`config.mk`:
```
export PLATFORM = sky130hd
export DESIGN_NAME = awn_sine
export DESIGN_NICKNAME = d
export VERILOG_FILES = /design/src/rtl/core/awn_pkg.sv /design/src/rtl/core/awn_sine.sv
export SDC_FILE = /design/constraint.sdc
export NUM_CORES = 1
export LEC_CHECK = 0
export BUFFER_PORTS_ARGS = -buffer_cell sky130_fd_sc_hd__buf_2
export CORE_ASPECT_RATIO = 2
export CORE_MARGIN = 2
export CORE_UTILIZATION = 59
export DETAILED_ROUTE_END_ITERATION = 7
export GPL_TIMING_DRIVEN = 0
export HOLD_SLACK_MARGIN = 0.06
export PLACE_DENSITY = 0.89
export SYNTH_ARGS = -nofsm -noshare
export SYNTH_HDL_FRONTEND = slang
export SYNTH_SLANG_ARGS = --single-unit
```
`constraint.sdc`:
```
create_clock -name clk -period 7.1 [get_ports clk]
set_input_delay 0.71 -clock clk [delete_from_list [all_inputs] [get_ports clk]]
set_output_delay 0.71 -clock clk [all_outputs]
set_load 0.05 [all_outputs]
```
`src/rtl/core/awn_pkg.sv`:
```
package awn_pkg;

    localparam int TABLE_DEPTH_DEF = 1024;
    localparam int ACC_WIDTH_DEF   = 24;

    localparam logic [22:0] PEAK_MAX = 23'h7FFFFF;

    // Coefficients of the quarter-wave sine polynomial, all in Q15 units.
    localparam int SIN_A = 51472;
    localparam int SIN_B = 21024;
    localparam int SIN_C = 2320;

    localparam logic [1:0] CMD_CLEAR = 2'd0;
    localparam logic [1:0] CMD_ADD   = 2'd1;
    localparam logic [1:0] CMD_READ  = 2'd2;

    typedef struct packed {
        logic [1:0]  cmd;
        logic [8:0]  harmonic;
        logic [15:0] amplitude;
        logic [9:0]  phase_offset;
        logic [9:0]  read_index;
    } awn_in_t;

    typedef struct packed {
        logic signed [15:0] sample;
        logic [22:0]        peak_level;
        logic               was_scaled;
    } awn_out_t;

endpackage

```
`src/rtl/core/awn_sine.sv`:
```
module awn_sine #(
    parameter int IDX_W = 10
) (
    input  logic               clk,
    input  logic               rst_n,
    input  logic               in_vld,
    input  logic [IDX_W-1:0]   k,
    input  logic [IDX_W-1:0]   tag,
    output logic               out_vld,
    output logic signed [16:0] out_sine,
    output logic [IDX_W-1:0]   out_tag,
    output logic               busy
);

    logic [4:0] vld_reg;

    logic [16:0]      x1_reg, x2_reg, x3_reg, x4_reg;
    logic [1:0]       q1_reg, q2_reg, q3_reg, q4_reg;
    logic [IDX_W-1:0] t1_reg, t2_reg, t3_reg, t4_reg, t5_reg;
    logic [16:0]      sq2_reg, sq3_reg;
    logic [15:0]      inner3_reg;
    logic [16:0]      mid4_reg;
    logic signed [16:0] sine_reg;

    logic [16:0] x_base, x_in;
    logic [33:0] sq_prod;
    logic [28:0] c_prod;
    logic [32:0] m_prod;
    logic [33:0] y_prod;
    logic [15:0] y_clamp;

    always_comb
    begin
        // Position inside the quarter wave, mirrored in odd quadrants.
        x_base = 17'(k[IDX_W-3:0]) << (17 - IDX_W);
        x_in   = k[IDX_W-2] ? (17'd32768 - x_base) : x_base;
        sq_prod = 34'(x1_reg) * 34'(x1_reg);
        c_prod  = 29'(sq2_reg) * 29'(awn_pkg::SIN_C);
        m_prod  = 33'(sq3_reg) * 33'(inner3_reg);
        y_prod  = 34'(x4_reg) * 34'(mid4_reg);
        y_clamp = (y_prod[33:15] > 19'd32767) ? 16'd32767 : y_prod[30:15];
    end

    always_ff @(posedge clk or negedge rst_n)
    begin
        if (!rst_n)
        begin
            vld_reg <= '0;
        end
        else
        begin
            vld_reg <= {vld_reg[3:0], in_vld};
        end
    end

    always_ff @(posedge clk)
    begin
        x1_reg     <= x_in;
        q1_reg     <= k[IDX_W-1:IDX_W-2];
        t1_reg     <= tag;

        x2_reg     <= x1_reg;
        sq2_reg    <= sq_prod[31:15];
        q2_reg     <= q1_reg;
        t2_reg     <= t1_reg;

        x3_reg     <= x2_reg;
        sq3_reg    <= sq2_reg;
        inner3_reg <= 16'(awn_pkg::SIN_B) - 16'(c_prod[28:15]);
        q3_reg     <= q2_reg;
        t3_reg     <= t2_reg;

        x4_reg     <= x3_reg;
        mid4_reg   <= 17'(awn_pkg::SIN_A) - 17'(m_prod[32:15]);
        q4_reg     <= q3_reg;
        t4_reg     <= t3_reg;

        sine_reg   <= q4_reg[1] ? -$signed({1'b0, y_clamp}) : $signed({1'b0, y_clamp});
        t5_reg     <= t4_reg;
    end

    assign out_vld  = vld_reg[4];
    assign out_sine = sine_reg;
    assign out_tag  = t5_reg;
    assign busy     = |vld_reg;

endmodule

```
# Word level (Yosys, flattened, before mapping)
# Cells that the tools add are included.
# word_totals
ff_bits	215
elab_cells	34
# op_classes
addsub	4
n_mux	3
n_lt_le_gt_ge	1
multipliers	4
n_reduce_logical	1
# op_table
cell	n
$mul A17 B17 Y34	1
$mul A17 B16 Y32	1
$mul A17 B17 Y32	1
$mux W16	2
$mul A17 B8 Y25 const B	1
$gt A19 B15 Y1 const B	1
$neg A16 Y17	1
$sub A16 B15 Y17 const A	1
$sub A16 B17 Y17 const A	1
$sub A15 B14 Y16 const A	1
$mux W15	1
$reduce_or A5 Y1	1

# Depth between registers and ports, before layout
# depth
ltp_word	5
depth_mapped	33
mapped_depth_nobuf	30

# Worst setup path after synthesis
# No wires, ideal clock.
# synth_path
kind	reg2reg
start	reg mid4_reg[7]
end	reg sine_reg[12], in the netlist out_sine[12]
path_buffers	2
period_less_slack_ns	7.883
stages_incl_launch_ff	33
path_slack_ns	-0.783
setup_time_ns	0.075
t_required_ns	7.025
arrival_ns	7.808
path_cell_list	dfxtp_1 > and2_1 > fa_1 > inv_1 > fa_1 > inv_1 > fa_1 > inv_1 > fa_1 > inv_1 > fa_1 > inv_1 > fa_1 > inv_1 > ha_1 > nand4_1 > a211oi_1 > o21ai_0 > a21oi_1 > o21ai_1 > o221ai_1 > xnor2_1 > or3_1 > clkbuf_1 > clkbuf_1 > nand2b_1 > inv_1 > ha_1 > nand4_1 > or4b_4 > or4_4 > mux2_4 > o22ai_2
# synth_via
elab_chain_len	5
# synth_lines
element	line_no	source
from (decl)	awn_sine.sv:22	logic [16:0] mid4_reg;
from (signal assigned)	awn_sine.sv:74	mid4_reg <= 17'(awn_pkg::SIN_A) - 17'(m_prod[32:15]);
$mul A17 B17 Y34 *	awn_sine.sv:40	y_prod = 34'(x4_reg) * 34'(mid4_reg);
$gt A19 B15 Y1	awn_sine.sv:41	y_clamp = (y_prod[33:15] > 19'd32767) ? 16'd32767 : y_prod[30:15];
$mux W16 *	awn_sine.sv:41	
named net y_clamp[0]	awn_sine.sv:30	logic [15:0] y_clamp;
$neg A16 Y17 *	awn_sine.sv:78	sine_reg <= q4_reg[1] ? -$signed({1'b0, y_clamp}) : $signed({1'b0, y_clamp});
$mux W16 *	awn_sine.sv:78	
to (signal assigned)	awn_sine.sv:78	
to (decl)	awn_sine.sv:23	logic signed [16:0] sine_reg;
# Mark *: on every way through the listed nets, which the timed path passes. The rest lies on a longest branch.
# A chain may end at the register's enable or synchronous reset.

# Final worst setup path
# layout_path
start	reg x4_reg[12]
end	reg sine_reg[12], in the netlist out_sine[12]
# layout_via
elab_chain_len	5
# layout_lines
element	line_no	source
from (decl)	awn_sine.sv:17	logic [16:0] x1_reg, x2_reg, x3_reg, x4_reg;
from (signal assigned)	awn_sine.sv:73	x4_reg <= x3_reg;
$mul A17 B17 Y34 *	awn_sine.sv:40	
$gt A19 B15 Y1	awn_sine.sv:41	
$mux W16 *	awn_sine.sv:41	
named net y_clamp[0]	awn_sine.sv:30	
$neg A16 Y17 *	awn_sine.sv:78	
$mux W16 *	awn_sine.sv:78	
# Marked as above.

==> metrics.md <==
| Metric | Value |
|---|---|
| Status | complete, but fails checks |
| Failing checks | setup timing |
| Unique masters post-synth | 81 |
| Reg clk slew, reported paths | about 0.070 ns |
| CP max-delay cell | fa_1 |
| Via count | 18383 |
| YS warnings | 0 |
| Die Span Y | 280 µm |
| Minimum clock period | between 7 and 8 ns |
| Total gr overflow | 0 |
| Setup ws final | -0.887 ns |
| Post-Syn Instances | around 2400 |
| Final WL | just under 70 mm |
| Post-Synth XOR/XNOR Area | under 10% |
| Crit path kind | flip-flop to flip-flop |
| Hold Crit Start | x3_reg[15] |
| Worst Skew | approximately 0.014 ns |
| Mean Syn Cell Area | 9.41 µm² |
| CP startpoint kind | flip-flop |
| Initial core utilization | between 50% and 60% |
| Leading cell types in the layout, fill and taps excluded | inv_1 (465), fa_1 (333), ha_1 (316) |
| Routed wire per std cell | about 23 µm |
| CP Max Fanout | 9 |
| Drt pass-1 iters | 8 |
| Final hold violations | 0 |
| Hold path depth | 0 |
| Final Max Tran Viols | 0 |
| 1st-iter DRT viols | 1247 |
| R2r endpoint | out_sine[12] |
| IO buf count | 50 |
| RSZ-0062 raised after global routing | true |
| Final Cell Area | between 20000 and 30000 µm² |
| Sink Count | 176 |
| Pre-CTS setup slack | -1.51 ns |
| Mux share of post-synthesis cell area | 0.809% |
| Fraction of layout cells with a size suffix above 1 | ~12% |
| Yosys reg bits | roughly 180 |
| Final Cycle Share | 112% |
| Synth area leader | fa_1 |
| Commonest non-fill, non-tap cell in the layout | inv_1 |
| CTS max path bufs | 2 |
| Initial antenna violation count | 3 |
| Total core area | roughly 38000 µm² |
| Die span in x | ~140 µm |
| Peak Freq | between 100 and 150 MHz |
| CTS tree | yes |
| Synth Area in Simple Gates | between 10 and 15% |
| Finished Layout Cells | about 3000 |
| Clock root buffer | clkbuf_16 |
| Util after Layout | between 60% and 70% |
| Largest family of logic cells by synthesized area | adder cells |
| MaxCap Viol Count | 0 |
| Total CTS buffers | 17 |
| Synth Cell Area | roughly 22000 µm² |
| Top-Level Pins | 52 |
| Primary flip-flop cell chosen by synthesis mapping | dfxtp_1 |
| Post-route ant nets | 0 |
| RePlAce Congestion | between 1 and 1.5 |
| Most frequent CP cell | fa_1 |
| FF-to-FF Start | x4_reg[12] |
| Synth top area cells | fa_1 (30%), ha_1 (19%), dfxtp_1 (15%) |
| Clk_lat worst skew | approximately 0.47 ns |
| Vias in the first global route | roughly 20000 |
| Path depth of the worst reg2reg path | 31 |
| Synth top area share | between 20% and 30% |
| Reg2Reg Setup Slack | -0.89 ns |
| Fill count | about 2400 |
| Crit path from | x4_reg[12] |
| Vias per inst | ~6.2 |
| Ys async rst share | roughly 2.8% |
| Largest net degree at the start of global routing | 19 |
| H-tree depth | 4 |
| Max incr delay on CP | 0.58 ns |
| CP Capture Type | flip-flop |
| HPWL after detailed placement | approximately 47 mm |
| Worst Hold End | x4_reg[15] |
| Slew headroom | ~14% |
| # setup viols final | 14 |
| Fin nets | roughly 3200 |
| Global Route Usage Sum | between 30% and 40% |
| DP Area | about 23000 µm² |
| EDFF count, synth | 0 |
| Area grow syn2layout | 12.4% |
| Core Rows | 101 |
| Worst path required time | ~7.5 ns |
| Post-synthesis adder-cell area fraction | just under 50% |
| Hold crit path type | flip-flop to flip-flop |
| Worst slew pin tran | 1.29 ns |
| DRC | 0 |
| Synth Area in Compound Gates | under 10% |
| Arr. time, crit path | roughly 8.4 ns |
| Die footprint | approximately 40000 µm² |
| Placed cells | between 2000 and 3000 |
| First-pass GRT wire length | around 98 mm |
| Sequential fraction of the synthesis area | between 10% and 20% |
how the worst max path moves through the flow:
stage	slack (ns)	to
2_1_floorplan	-0.30	out_sine[12]
3_3_place_gp	-1.31	out_sine[12]
5_1_grt	-1.25	out_sine[12]
6_report	-0.89	out_sine[12]
4_1_cts	-0.70	out_sine[12]
3_5_place_dp	-1.51	out_sine[12]
worst max-delay path: cells and delay by family, from the launching register on:
| family | cells | cell delay, ns |
|---|---|---|
| AO/OA/AOI/OAI | 6 | 1.14 |
| XOR/XNOR | 1 | 0.09 |
| adder cells (fa/ha/maj) | 8 | 3.39 |
| buffers and inverters | 8 | 0.53 |
| flip-flops | 1 | 0.42 |
| multiplexers | 1 | 0.31 |
| AND/OR/NAND/NOR | 7 | 2.00 |
final cells by class:
| class | count | area (µm²) | area share, % |
|---|---|---|---|
| flip-flops and latches | 176 | 3650 | 14.5 |
| well taps | 463 | 579 | 2.30 |
| diodes | 3 | 7.51 | 0.0298 |
| plain buffers | 64 | 599 | 2.38 |
| clock inverters | 14 | 170 | 0.675 |
| multi-input cells | 1668 | 17400 | 69.0 |
| inverters | 469 | 1760 | 6.99 |
| clock buffers | 18 | 429 | 1.70 |
| repair buffers | 97 | 606 | 2.40 |
kinds of logic after synthesis:
family / count (synthesis)
other: 2
xor gates and xnor gates: 97
and+or+nand+nor: 650
muxes: 17
buffers and inverters: 544
DFF: 176
adders and majority gates: 669
AOI/OAI and AO/OA: 227
Yosys cell counts, drive strengths merged, types with 6 or more instances:
cell and count:
a31oi 8, mux2i 11, nor2b 15, a21oi 51, o211ai 11, nor2 44
o22ai 12, xor2 25, nor3 18, o21bai 8, xnor2 72, and2 230
fa 334, inv 469, or3 13, and3 13, or2 8, nand2 257
mux2 6, clkbuf 72, ha 334, a211oi 18, nand2b 10, o21ai 34
or4 6, a21o 21, o21a 9, a211o 7, dfxtp 171, nand3 17
repair_timing:
item / CTS / global route
pin swaps: 23 / 32
hold buffers: 1 / 0
endpoints found under the setup margin: 23 / 20
endpoints found under the hold margin: 5 / 0
buffers inserted: 17 / 29
gates resized for setup: 151 / 94
through the flow:
stage / hold WS [ns] / TNS (ns)
finish: 0.322 / -5.35
global route: 0.322 / -9.11
CTS: 0.327 / -1.78
detailed placement: 0.312 / -13.65
global placement: 0.310 / -10.47
floorplan: 0.310 / -0.303
routing by layer:
layer / wire [µm] / track usage, %
met2: 34000 / 59.3
met4: 9010 / 31.5
met3: 5890 / 7.26
met5: 120 / 0
met1: 18900 / 28.0
Power is not shown: default switching activity piles up to over one toggle a cycle in this logic, so the estimate is an artifact.
